`src/hdl/jtpw_pkg.sv`:
```
// jtpw_pkg: tap state codes, sequencer states and route step types
// for the tms path walker; no dependencies
`default_nettype none

package jtpw_pkg;

  localparam logic [4:0] TAP_RESET   = 5'd0;
  localparam logic [4:0] TAP_IDLE    = 5'd1;
  localparam logic [4:0] TAP_SELDR   = 5'd2;
  localparam logic [4:0] TAP_CAPDR   = 5'd3;
  localparam logic [4:0] TAP_SHDR    = 5'd4;
  localparam logic [4:0] TAP_EX1DR   = 5'd5;
  localparam logic [4:0] TAP_PADR    = 5'd6;
  localparam logic [4:0] TAP_EX2DR   = 5'd7;
  localparam logic [4:0] TAP_UPDR    = 5'd8;
  localparam logic [4:0] TAP_SELIR   = 5'd9;
  localparam logic [4:0] TAP_CAPIR   = 5'd10;
  localparam logic [4:0] TAP_SHIR    = 5'd11;
  localparam logic [4:0] TAP_EX1IR   = 5'd12;
  localparam logic [4:0] TAP_PAIR    = 5'd13;
  localparam logic [4:0] TAP_EX2IR   = 5'd14;
  localparam logic [4:0] TAP_UPIR    = 5'd15;
  localparam logic [4:0] TAP_UNKNOWN = 5'd16;

  localparam int WALK_LIMIT = 16;

  localparam logic OP_GOTO  = 1'b0;
  localparam logic OP_RESET = 1'b1;

  typedef enum logic [4:0] {
    SEQ_IDLE  = 5'b00001,
    SEQ_RESET = 5'b00010,
    SEQ_EXTRA = 5'b00100,
    SEQ_WALK  = 5'b01000,
    SEQ_PAD   = 5'b10000
  } seq_t;

  typedef struct packed {
    logic       tms;
    logic [3:0] nxt;
  } step_t;

endpackage

`default_nettype wire

```
`src/hdl/jtpw_route.sv`:
```
// jtpw_route: one step of the fixed tap route from current toward target
// depends on jtpw_pkg
`default_nettype none

module jtpw_route (
  input  wire logic [3:0]    cur,
  input  wire logic [3:0]    tgt,
  output jtpw_pkg::step_t    step
);

  logic dr_body;
  logic ir_body;

  assign dr_body = ({1'b0, tgt} >= jtpw_pkg::TAP_CAPDR) && ({1'b0, tgt} <= jtpw_pkg::TAP_UPDR);
  assign ir_body = ({1'b0, tgt} >= jtpw_pkg::TAP_CAPIR);

  function automatic jtpw_pkg::step_t mk(input logic t, input logic [4:0] s);
    jtpw_pkg::step_t r;
    r.tms = t;
    r.nxt = s[3:0];
    return r;
  endfunction

  always_comb begin
    case ({1'b0, cur})
      jtpw_pkg::TAP_RESET: step = mk(1'b0, jtpw_pkg::TAP_IDLE);
      jtpw_pkg::TAP_IDLE:  step = mk(1'b1, jtpw_pkg::TAP_SELDR);
      jtpw_pkg::TAP_SELDR: begin
        if (dr_body) step = mk(1'b0, jtpw_pkg::TAP_CAPDR);
        else step = mk(1'b1, jtpw_pkg::TAP_SELIR);
      end
      jtpw_pkg::TAP_CAPDR: begin
        if ({1'b0, tgt} == jtpw_pkg::TAP_SHDR) step = mk(1'b0, jtpw_pkg::TAP_SHDR);
        else step = mk(1'b1, jtpw_pkg::TAP_EX1DR);
      end
      jtpw_pkg::TAP_SHDR:  step = mk(1'b1, jtpw_pkg::TAP_EX1DR);
      jtpw_pkg::TAP_EX1DR: begin
        if ({1'b0, tgt} == jtpw_pkg::TAP_PADR || {1'b0, tgt} == jtpw_pkg::TAP_EX2DR ||
            {1'b0, tgt} == jtpw_pkg::TAP_SHDR)
          step = mk(1'b0, jtpw_pkg::TAP_PADR);
        else step = mk(1'b1, jtpw_pkg::TAP_UPDR);
      end
      jtpw_pkg::TAP_PADR:  step = mk(1'b1, jtpw_pkg::TAP_EX2DR);
      jtpw_pkg::TAP_EX2DR: begin
        if ({1'b0, tgt} == jtpw_pkg::TAP_SHDR || {1'b0, tgt} == jtpw_pkg::TAP_EX1DR ||
            {1'b0, tgt} == jtpw_pkg::TAP_PADR)
          step = mk(1'b0, jtpw_pkg::TAP_SHDR);
        else step = mk(1'b1, jtpw_pkg::TAP_UPDR);
      end
      jtpw_pkg::TAP_SELIR: begin
        if (ir_body) step = mk(1'b0, jtpw_pkg::TAP_CAPIR);
        else step = mk(1'b1, jtpw_pkg::TAP_RESET);
      end
      jtpw_pkg::TAP_CAPIR: begin
        if ({1'b0, tgt} == jtpw_pkg::TAP_SHIR) step = mk(1'b0, jtpw_pkg::TAP_SHIR);
        else step = mk(1'b1, jtpw_pkg::TAP_EX1IR);
      end
      jtpw_pkg::TAP_SHIR:  step = mk(1'b1, jtpw_pkg::TAP_EX1IR);
      jtpw_pkg::TAP_EX1IR: begin
        if ({1'b0, tgt} == jtpw_pkg::TAP_PAIR || {1'b0, tgt} == jtpw_pkg::TAP_EX2IR ||
            {1'b0, tgt} == jtpw_pkg::TAP_SHIR)
          step = mk(1'b0, jtpw_pkg::TAP_PAIR);
        else step = mk(1'b1, jtpw_pkg::TAP_UPIR);
      end
      jtpw_pkg::TAP_PAIR:  step = mk(1'b1, jtpw_pkg::TAP_EX2IR);
      jtpw_pkg::TAP_EX2IR: begin
        if ({1'b0, tgt} == jtpw_pkg::TAP_SHIR || {1'b0, tgt} == jtpw_pkg::TAP_EX1IR ||
            {1'b0, tgt} == jtpw_pkg::TAP_PAIR)
          step = mk(1'b0, jtpw_pkg::TAP_SHIR);
        else step = mk(1'b1, jtpw_pkg::TAP_UPIR);
      end
      default: begin
        // update-dr and update-ir
        if ({1'b0, tgt} == jtpw_pkg::TAP_IDLE) step = mk(1'b0, jtpw_pkg::TAP_IDLE);
        else step = mk(1'b1, jtpw_pkg::TAP_SELDR);
      end
    endcase
  end

endmodule

`default_nettype wire

```
`src/hdl/jtag_tap_tms_path_walker_unit.sv`:
```
// jtag_tap_tms_path_walker_unit: top level, sequencer and output register
// depends on jtpw_pkg and jtpw_route
// an accepted request is first registered as the sequencer state, then each tms item in the output register
// throughput: one tms item per cycle while the output is not stalled; a request produces
//   route steps plus idle_count items, plus RESET_ONES+1 from unknown state, RESET_ONES for
//   a reset request, and holds the input (s_tready low) until its last item is emitted
// a request producing no item leaves the sequencer idle, so s_tready stays high
// sync reset sets the believed tap state to unknown and empties the output register
`default_nettype none

module jtag_tap_tms_path_walker_unit #(
  parameter int RESET_ONES = 5
) (
  input  wire logic       clk,
  input  wire logic       rst,
  input  wire logic       s_tvalid,
  output logic            s_tready,
  input  wire logic [15:0] s_tdata,  // target_state[3:0], idle_count[8:4], zero
  input  wire logic       s_tuser,   // operation
  output logic            m_tvalid,
  input  wire logic       m_tready,
  output logic [7:0]      m_tdata,   // tms[0], tap_state_after[5:1], zero
  output logic            m_tlast    // last
);

  localparam int CNT_W = (RESET_ONES > 1) ? $clog2(RESET_ONES) : 1;
  localparam logic [CNT_W-1:0] CNT_LAST = CNT_W'(RESET_ONES - 1);
  localparam logic [3:0] GUARD_LAST = 4'(jtpw_pkg::WALK_LIMIT - 1);

  jtpw_pkg::seq_t seq, seq_next;
  logic            op_r;
  logic [3:0]      tgt_r;
  logic [4:0]      pad_r, pad_next;
  logic [CNT_W-1:0] cnt, cnt_next;
  logic [3:0]      guard, guard_next;
  logic [4:0]      belief, belief_next;

  logic            tms_q, last_q;
  logic [4:0]      st_q;
  logic            emit, e_tms, e_last;
  logic [4:0]      e_st;
  logic            can_emit;
  logic            accept;
  logic            walk_done;
  jtpw_pkg::step_t step;

  jtpw_route u_route (
    .cur  (belief[3:0]),
    .tgt  (tgt_r),
    .step (step)
  );

  assign s_tready = (seq == jtpw_pkg::SEQ_IDLE);
  assign accept   = s_tvalid && s_tready;
  assign can_emit = !m_tvalid || m_tready;
  assign walk_done = ({1'b0, step.nxt} == {1'b0, tgt_r}) || (guard == GUARD_LAST);

  assign m_tdata = {2'b00, st_q, tms_q};
  assign m_tlast = last_q;

  always_comb begin
    seq_next    = seq;
    pad_next    = pad_r;
    cnt_next    = cnt;
    guard_next  = guard;
    belief_next = belief;
    emit   = 1'b0;
    e_tms  = 1'b0;
    e_st   = belief;
    e_last = 1'b0;
    case (seq)
      jtpw_pkg::SEQ_IDLE: begin
        if (accept) begin
          pad_next   = s_tdata[8:4];
          cnt_next   = '0;
          guard_next = '0;
          if (s_tuser == jtpw_pkg::OP_RESET || belief > jtpw_pkg::TAP_UPIR) begin
            seq_next = jtpw_pkg::SEQ_RESET;
          end else if (belief != {1'b0, s_tdata[3:0]}) begin
            seq_next = jtpw_pkg::SEQ_WALK;
          end else if (s_tdata[8:4] != 5'd0) begin
            seq_next = jtpw_pkg::SEQ_PAD;
          end
        end
      end
      jtpw_pkg::SEQ_RESET: begin
        if (can_emit) begin
          emit  = 1'b1;
          e_tms = 1'b1;
          if (cnt == CNT_LAST) begin
            e_st        = jtpw_pkg::TAP_RESET;
            e_last      = (op_r == jtpw_pkg::OP_RESET);
            belief_next = jtpw_pkg::TAP_RESET;
            seq_next    = (op_r == jtpw_pkg::OP_RESET) ? jtpw_pkg::SEQ_IDLE
                                                       : jtpw_pkg::SEQ_EXTRA;
          end else begin
            e_st     = jtpw_pkg::TAP_UNKNOWN;
            cnt_next = cnt + CNT_W'(1);
          end
        end
      end
      jtpw_pkg::SEQ_EXTRA: begin
        if (can_emit) begin
          emit        = 1'b1;
          e_tms       = 1'b1;
          e_st        = jtpw_pkg::TAP_RESET;
          belief_next = jtpw_pkg::TAP_RESET;
          if ({1'b0, tgt_r} == jtpw_pkg::TAP_RESET) begin
            e_last   = (pad_r == 5'd0);
            seq_next = (pad_r != 5'd0) ? jtpw_pkg::SEQ_PAD : jtpw_pkg::SEQ_IDLE;
          end else begin
            guard_next = '0;
            seq_next   = jtpw_pkg::SEQ_WALK;
          end
        end
      end
      jtpw_pkg::SEQ_WALK: begin
        if (can_emit) begin
          emit        = 1'b1;
          e_tms       = step.tms;
          e_st        = {1'b0, step.nxt};
          belief_next = {1'b0, step.nxt};
          guard_next  = guard + 4'd1;
          if (walk_done) begin
            e_last   = (pad_r == 5'd0);
            seq_next = (pad_r != 5'd0) ? jtpw_pkg::SEQ_PAD : jtpw_pkg::SEQ_IDLE;
          end
        end
      end
      jtpw_pkg::SEQ_PAD: begin
        if (can_emit) begin
          emit     = 1'b1;
          e_tms    = 1'b0;
          e_st     = belief;
          e_last   = (pad_r == 5'd1);
          pad_next = pad_r - 5'd1;
          if (pad_r == 5'd1) seq_next = jtpw_pkg::SEQ_IDLE;
        end
      end
      default: begin
        seq_next = jtpw_pkg::SEQ_IDLE;
      end
    endcase
  end

  always_ff @(posedge clk) begin
    if (rst) begin
      seq      <= jtpw_pkg::SEQ_IDLE;
      belief   <= jtpw_pkg::TAP_UNKNOWN;
      m_tvalid <= 1'b0;
      cnt      <= '0;
      guard    <= '0;
      pad_r    <= '0;
    end else begin
      seq    <= seq_next;
      belief <= belief_next;
      cnt    <= cnt_next;
      guard  <= guard_next;
      pad_r  <= pad_next;
      if (emit) m_tvalid <= 1'b1;
      else if (m_tready) m_tvalid <= 1'b0;
    end
  end

  always_ff @(posedge clk) begin
    if (accept) begin
      op_r  <= s_tuser;
      tgt_r <= s_tdata[3:0];
    end
    if (emit) begin
      tms_q  <= e_tms;
      st_q   <= e_st;
      last_q <= e_last;
    end
  end

`ifndef SYNTH
  a_walk_known: assert property (@(posedge clk) disable iff (rst)
    seq == jtpw_pkg::SEQ_WALK |-> belief <= jtpw_pkg::TAP_UPIR)
    else $error("walk started from unknown tap state");

  a_reset_lands: assert property (@(posedge clk) disable iff (rst)
    (seq == jtpw_pkg::SEQ_RESET && can_emit && cnt == CNT_LAST)
    |=> (belief == jtpw_pkg::TAP_RESET && m_tvalid && m_tdata[0]))
    else $error("reset run did not land in test-logic-reset");

  a_pad_zero: assert property (@(posedge clk) disable iff (rst)
    (seq == jtpw_pkg::SEQ_PAD && can_emit) |=> (m_tvalid && !m_tdata[0]))
    else $error("padding item carries tms one");

  a_unknown_tms: assert property (@(posedge clk) disable iff (rst)
    (m_tvalid && m_tdata[5:1] == jtpw_pkg::TAP_UNKNOWN) |-> (m_tdata[0] && !m_tlast))
    else $error("unknown state item without tms one or marked last");
`endif

endmodule

`default_nettype wire
```
`config.mk`:
```
export PLATFORM = sky130hd
export DESIGN_NAME = jtag_tap_tms_path_walker_unit
export DESIGN_NICKNAME = d
export VERILOG_FILES = /design/src/hdl/jtpw_pkg.sv /design/src/hdl/jtpw_route.sv /design/src/hdl/jtag_tap_tms_path_walker_unit.sv
export SDC_FILE = /design/constraint.sdc
export NUM_CORES = 1
export LEC_CHECK = 0
export BUFFER_PORTS_ARGS = -buffer_cell sky130_fd_sc_hd__buf_2
export CORE_MARGIN = 5
export CORE_UTILIZATION = 50
export CTS_CLUSTER_SIZE = 16
export DETAILED_ROUTE_END_ITERATION = 6
export PLACE_DENSITY = 0.69
export RECOVER_POWER = 25
export SYNTH_ARGS = -nofsm -noshare
export SYNTH_HDL_FRONTEND = slang
export SYNTH_SLANG_ARGS = --single-unit
```
`constraint.sdc`:
```
create_clock -name clk -period 2.9 [get_ports clk]
set_input_delay 0.58 -clock clk [delete_from_list [all_inputs] [get_ports clk]]
set_output_delay 0.58 -clock clk [all_outputs]
set_load 0.02 [all_outputs]
```
; After elaboration in Yosys (flattened, before gate mapping)
; Cells that the tools add are included.
[totals]
input_bits = 21
output_inout_bits = 11
reg_bits = 35
wordCells = 151
[op_classes]
add_sub_neg = 3
n_lt_le_gt_ge = 4
n_eq_ne = 43
n_mux = 59
n_reduce_logical = 31
[ops]
columns = cell, count
row1 = 5-bit two-way mux, 30
row2 = 5-bit case mux with 14 select lines, 1
row3 = "4-bit == test, second input constant", 11
row4 = "4-bit by 3-bit == test with 1-bit output, second input constant", 8
row5 = 5-bit case mux with 3 select lines, 2
row6 = 5-bit case mux with 5 select lines, 1
row7 = "2-bit inequality test, second input constant", 9
row8 = 4-bit two-way mux, 4
row9 = 1-bit two-way mux, 12
row10 = 3-bit two-way mux, 4
row11 = 4-bit case mux with 3 select lines, 1
row12 = 1-bit logical OR, 11
row13 = "5-bit by 1-bit == test with 1-bit output, second input constant", 2
row14 = 5-bit case mux with 2 select lines, 1
row15 = 5-bit nonzero test, 2
row16 = 9-bit AND reduction, 1
row17 = "4-bit by 1-bit == test with 1-bit output, second input constant", 2
row18 = "4-bit by 2-bit == test with 1-bit output, second input constant", 2
row19 = 4-bit zero test, 2
row20 = 3-bit case mux with 2 select lines, 1
row21 = 3-bit AND reduction, 2
row22 = 2-bit nonzero test, 3
row23 = 3-bit nonzero test, 2
row24 = "5-bit by 2-bit == test with 1-bit output, second input constant", 1
row25 = 24 further kinds, 25

; Logic depth before layout (Yosys ltp)
; Gate-level depths: netlist of run 1.
[depth]
word_depth = 10
mapped_depth = 10
ltp_nobuf = 9

; By module
; A second synthesis of run 1 with hierarchy kept.
[unflattened]
hier_cells = 274
area_unflattened_um2 = 2378.5
[by_module_without_submodules]
columns = module, instances, seq_area_each_um2, area_per_inst_um2, cells_per_inst
row1 = jtag_tap_tms_path_walker_unit, 1, 820.8, 1946.9, 208
row2 = jtpw_route, 1, 0.0, 431.7, 66

; Least setup slack after synthesis of run 1
; No wires, ideal clock.
[synth_timing]
path_kind = reg2reg
start = register tgt_r[0]
end = register last_q, in the netlist m_tlast (data pin)
n_path_buf = 1
setup_slack_ns = 0.293
arrival_time_ns = 2.351
stages_incl_launch_ff = 10
setup_time_ns = 0.255
t_required_ns = 2.645
synth_period_minus_slack_ns = 2.607
cell_sequence = edfxtp_1 buf_4 a21o_1 a211oi_2 nor3_1 or4_4 o2111a_1 a31oi_4 o22ai_1 and3_1
[synth_via]
elab_chain_cells = 10
elab_cells_between_ends = 39
cone_classes = 3 x order compare / 10 x eq/ne / 15 x mux / 11 x reduce/logical
[synth_lines]
columns = item, line
row1 = start: declaration, jtag_tap_tms_path_walker_unit.sv:32  ; logic [3:0] tgt_r;
row2 = start signal: assignment, jtag_tap_tms_path_walker_unit.sv:168  ; tgt_r <= s_tdata[3:0];
row3 = branches (longest 9 deep; another with 4-bit by 2-bit greater-or-equal comparator with 1-bit output), n/a
row4 = 1-bit case mux with 4 select lines (*), jtag_tap_tms_path_walker_unit.sv:71  ; case (seq)
row5 = end signal: assignment, jtag_tap_tms_path_walker_unit.sv:173  ; last_q <= e_last;
row6 = end: declaration, jtag_tap_tms_path_walker_unit.sv:38  ; logic tms_q, last_q;
; Mark *: on every way between the ends.
; A chain may end at the register's enable or synchronous reset.

; Worst setup path after layout of run 1
[layout_timing]
start = register tgt_r[1]
end = register last_q, in the netlist m_tlast (data pin)
; Same word-level chain as after synthesis.

==> results of run 1 <==
-- power by group through the flow --
stage | logic [µW] | registers (µW) | clock network (µW)
after floorplan | 535 | 687 | 0
after global placement | 719 | 690 | 0
after detailed placement | 731 | 695 | 0
after CTS | 735 | 684 | 464
after global routing | 831 | 699 | 483
final | 740 | 687 | 452
-- cell type report --
type	instances	area (µm²)
sequential	35	821
inverter	8	30.0
clock inverter	3	42.5
clock buffer	5	68.8
tap	54	67.6
timing repair buffer	36	203
multi-input combinational	238	1420
fill	451	2010
-- registers in the layout (all words and copies together), names as in the netlist --
| register | cells |
|---|---|
| pad_r | 5 |
| m_tlast | 1 |
| cnt | 3 |
| guard | 4 |
| tms_q | 1 |
| op_r | 1 |
| m_tvalid | 1 |
| st_q | 5 |
| seq | 5 |
| belief | 5 |
| tgt_r | 4 |
-- layout by cell type (no fill, tap or decap), types with 4 or more instances in the layout --
cell and instances:
edfxtp_1 12, inv_1 8, buf_2 9, a21oi_1 23, nand3_1 18, nor2b_1 5
nand2_1 38, buf_4 13, xnor2_1 7, clkbuf_8 5, nor2_1 29, or3_1 4
o21ai_0 22, nor3_1 9, clkbuf_1 13, or4_1 4, nand2b_1 11, ha_1 5
dfxtp_1 23, nor4b_1 4
-- critical path: stages, from the launching register on --
cell and delay [ns]:
edfxtp_1 0.40, and2b_4 0.27, a221oi_1 0.07, or3_1 0.35, or4_4 0.54, o2111a_2 0.32
a31oi_4 0.27, o22ai_1 0.09, and3_1 0.20
-- worst max-delay path by stage --
stage / slack (ns) / from / endpoint / depth (start not counted)
finish: 0.14 / tgt_r[1] / m_tlast / 8
global route: 0.02 / tgt_r[1] / m_tlast / 8
CTS: 0.12 / tgt_r[2] / m_tlast / 8
detailed placement: 0.12 / tgt_r[2] / m_tlast / 8
global placement: 0.17 / tgt_r[2] / m_tlast / 8
floorplan: 0.29 / tgt_r[0] / m_tlast / 9
-- metal layers --
metal  routed length [µm]  share of wire [%]  up-vias  GRT usage (%)
li1                     -                  -     1127              -
met1                 2490                 44     1040           24.4
met2                 2740                 48       99           32.0
met3                  362                6.4       15           3.74
met4                  101                1.8        0           7.17
met5                    0                  0        -              0
-- stage by stage --
step	power, µW	hold slack [ns]	utilization (%)
global route	2010	0.528	56.8
CTS	1880	0.481	56.8
global placement	1410	0.463	54.4
floorplan	1220	0.442	-
detailed placement	1430	0.475	54.4
finish	1880	0.485	56.8
-- what timing repair did --
action                                  CTS  global route
setup buffers                             0             1
endpoints found under the hold margin     0             0
gates resized for setup                   0             4
endpoints found under the setup margin    0             1
-- logic make-up after synthesis --
family	Yosys count	share of synthesized area, %
AOI/OAI and AO/OA	79	21.6
xor gates and xnor gates	9	3.34
adders and majority gates	5	2.65
buffers and inverters	28	5.78
DFF	35	34.8
muxes	1	0.477
other	1	0.159
and+or+nand+nor	142	31.2
==> flow_metrics.tcl, run 1 <==
set metrics [dict create \
    status "completed" \
    yosys.area.top_type "dfxtp_1" \
    grt_pass1_vias 2082 \
    die-area_um2 6200 \
    n_antenna_cell 0 \
    placedCellCount 370 \
    wl_mm 5.69 \
    wl_per_cell_um 15.0 \
    r2r_cells 8 \
    p_per_area_nw_per_um2 710 \
    post-dp-hpwl_mm 4.24 \
    drtAntennaViolNets 0 \
    synth_top_area_share_pct 19.5 \
    timing.final.crit_share_pct 95.1 \
    ctsHoldBuffers 0 \
    fin_nets 350 \
    die_h_um 78.7 \
    start_kind "flop" \
    p_sw_uw 727 \
    clk_pin_slew_ns 0.08 \
    cts_sinks 35 \
    grt_use_total_pct 19.1 \
    fin_setup_tns_ns 0 \
    synth_top_cells_by_count "nand2_1, nor2_1, a21oi_1, dfxtp_1, o21ai_0" \
    critPathKind "flop to flop" \
    fin_ws_ns 0.141 \
    timing.rr.end "m_tlast" \
    cts_tree "done" \
    critical_path_required_ns 2.95 \
    comb_power_share_pct 39.4 \
    worstMarginPinSlew_ns 1.08 \
    stdcell_count 379 \
    overflow 0 \
    drc 0 \
    period_minus_slack_ns 2.76 \
    grt_max_degree 25 \
    ys_seq_area_share_pct 34.8 \
    fin_worst_skew_ns 0.00648 \
    switching_share_pct 38.7 \
    final_cell_area_um2 2650 \
    clock_path_buffers 2 \
    vias 2281 \
    p_leak_uw 0.000992 \
    syn_avg_cell_area_um2 7.87 \
    r2r_slack_ns 0.14 \
    syn_area_um2 2360 \
    drv_cap 0 \
    synth_flop_cell "dfxtp_1" \
    place.gp.congestion 0.872 \
    pwr-share-seq_pct 36.6 \
    initialDrtViolationCount 261 \
    clock_latency_ns 0.30 \
    maxSlewViolCount 0 \
    synth_area_leaders "dfxtp_1, edfxtp_1, nand2_1" \
    p_int_uw 1150 \
    drive_gt1_share_pct 12.9 \
    viasPerCell 6.02 \
    initial_core_util_pct 50.7 \
    hp-start "cnt[1]" \
    ir_drop_mv 0.414 \
    firstDrtPassIters 5 \
    end_kind "flop" \
    antenna_found_initial 0 \
    row_count 25 \
    pwr-share-clk_pct 24.1 \
    placed_area_um2 2530 \
    holdPathStages 2 \
    synth-async-reset-ratio_pct 0 \
    syn_inst 300 \
    fmax_mhz 362 \
    syn2layout_area_growth_pct 12.1 \
    maxSlewHeadroom_pct 27.4 \
    hold_violations 0 \
    yosys.cell_count.top_type "nand2_1" \
    hold_path.class "flop to flop" \
    grt_pass1_wl_mm 9.53 \
    die_x_um 78.7 \
    grt_setup_unrepaired "no" \
    cts-htree-levels 2 \
    io_pins 32 \
    synth_edf_count 12 \
    numCtsBuffers 5 \
    critPathMaxFanout 7 \
    yosysWarnings 0 \
    ys_types 55 \
    r2r_start "tgt_r[1]" \
    cts-root-buf "clkbuf_8" \
    setup_viol 0 \
    min_to "cnt[1]" \
    dp_slack_ns 0.125 \
    port-buffer-count 22 \
    core_area_um2 4660 \
    synth_seq_cells 35 \
    crit_arrival_ns 2.81 \
]
(Power assumes the default switching activity.)
==> run 2: changes to the inputs <==
Settings changed: CAP_MARGIN from default to 20, PLACE_DENSITY 0.69 to 0.71.
==> flow_metrics.tcl, run 2 (synthesized netlist as in run 1, its figures left out) <==
set metrics [dict create \
    viasPerCell 5.89 \
    setup_viol 0 \
    syn2layout_area_growth_pct 13.0 \
    vias 2251 \
    pwr-share-clk_pct 23.9 \
    p_per_area_nw_per_um2 697 \
    clock_latency_ns 0.29 \
    drv_cap 0 \
    place.gp.congestion 0.905 \
    grt_pass1_wl_mm 9.47 \
    min_to "cnt[1]" \
    hold_path.class "flop to flop" \
    r2r_start "tgt_r[2]" \
    fin_setup_tns_ns 0 \
    post-dp-hpwl_mm 4.19 \
    worstMarginPinSlew_ns 0.605 \
    r2r_cells 9 \
    antenna_found_initial 0 \
    placedCellCount 372 \
    core_area_um2 4660 \
    pwr-share-seq_pct 36.9 \
    maxSlewHeadroom_pct 59.4 \
    comb_power_share_pct 39.2 \
    firstDrtPassIters 4 \
    row_count 25 \
    fin_worst_skew_ns 0.00416 \
    wl_mm 5.60 \
    wl_per_cell_um 14.6 \
    holdPathStages 2 \
    hold_ws_ns 0.473 \
    die_x_um 78.7 \
    p_sw_uw 718 \
    timing.final.crit_share_pct 97.7 \
    cts_tree "done" \
    die-area_um2 6200 \
    cts-htree-levels 2 \
    timing.rr.end "m_tlast" \
    drive_gt1_share_pct 14.0 \
    p_int_uw 1140 \
    critical_path_required_ns 2.95 \
    overflow 0 \
    ir_drop_mv 0.342 \
    critPathKind "flop to flop" \
    drc 0 \
    port-buffer-count 22 \
    fmax_mhz 353 \
    grt_max_degree 25 \
    initialDrtViolationCount 209 \
    end_kind "flop" \
    r2r_slack_ns 0.07 \
    switching_share_pct 38.6 \
    p_leak_uw 0.00101 \
    grt_use_total_pct 19.0 \
    numCtsBuffers 5 \
    crit_arrival_ns 2.88 \
    clk_pin_slew_ns 0.07 \
    hold_violations 0 \
    grt_pass1_vias 2049 \
    start_kind "flop" \
    drtAntennaViolNets 0 \
    period_minus_slack_ns 2.83 \
    maxSlewViolCount 0 \
    initial_core_util_pct 50.7 \
    cts-root-buf "clkbuf_8" \
    fin_nets 353 \
    n_antenna_cell 0 \
    status "completed" \
    die_h_um 78.7 \
    cts_sinks 35 \
    io_pins 32 \
    ctsHoldBuffers 0 \
    p_total_uw 1860 \
    final_common_cell "nand2_1" \
    final_cell_mix "nand2_1, nor2_1, a21oi_1, dfxtp_1, o21ai_0" \
    critPathMaxFanout 7 \
    stdcell_count 382 \
    clock_path_buffers 2 \
    hp-start "cnt[1]" \
]
## run 2: stage by stage
step,area [µm²],setup WS (ns),util [%]
after global routing,2670,-0.0100,57.3
after floorplan,2360,0.293,-
after detailed placement,2550,0.115,54.7
final,2670,0.0680,57.3
after CTS,2660,0.0959,57.1
after global placement,2550,0.151,54.7
## run 2: worst max path at each step
stage,cells past startpoint,from,end,slack (ns)
2_1_floorplan,9,tgt_r[0],m_tlast,0.29
4_1_cts,9,tgt_r[2],m_tlast,0.1
5_1_grt,9,tgt_r[2],m_tlast,-0.01
3_5_place_dp,9,tgt_r[2],m_tlast,0.12
6_report,9,tgt_r[2],m_tlast,0.07
3_3_place_gp,9,tgt_r[2],m_tlast,0.15
## run 2: routing by layer
layer / routed length [µm] / global-route usage (%)
met1: 2530 / 23.8
met2: 2690 / 32.7
met3: 300 / 3.29
met4: 79 / 6.82
met5: 0 / 0
## run 2: worst max-delay path: stages (launching register included)
cell,delay [ns]
edfxtp_1,0.46
buf_4,0.19
a21o_1,0.16
a211oi_2,0.22
nor3_1,0.08
or4_4,0.57
o2111a_2,0.31
a31oi_4,0.31
o22ai_2,0.09
and3_1,0.20
## run 2: power by group through the flow
stage	Sequential (µW)	Combinational (µW)	Clock (µW)
2_1_floorplan	687	535	0
5_1_grt	699	818	475
4_1_cts	684	722	457
3_3_place_gp	693	704	0
3_5_place_dp	694	718	0
6_report	686	730	444
## run 2: timing repair
item	4_1_cts	5_1_grt
setup endpoints to repair	0	1
buffers inserted	0	1
resized for setup	0	3
## run 2: final cells by class
cell class / instances / area (µm²)
fillers: 431 / 1990
multi-input cells: 238 / 1420
flip-flops and latches: 35 / 821
repair buffers: 39 / 223
clock buffers: 5 / 68.8
well taps: 54 / 67.6
clock inverters: 3 / 43.8
inverters: 8 / 30.0
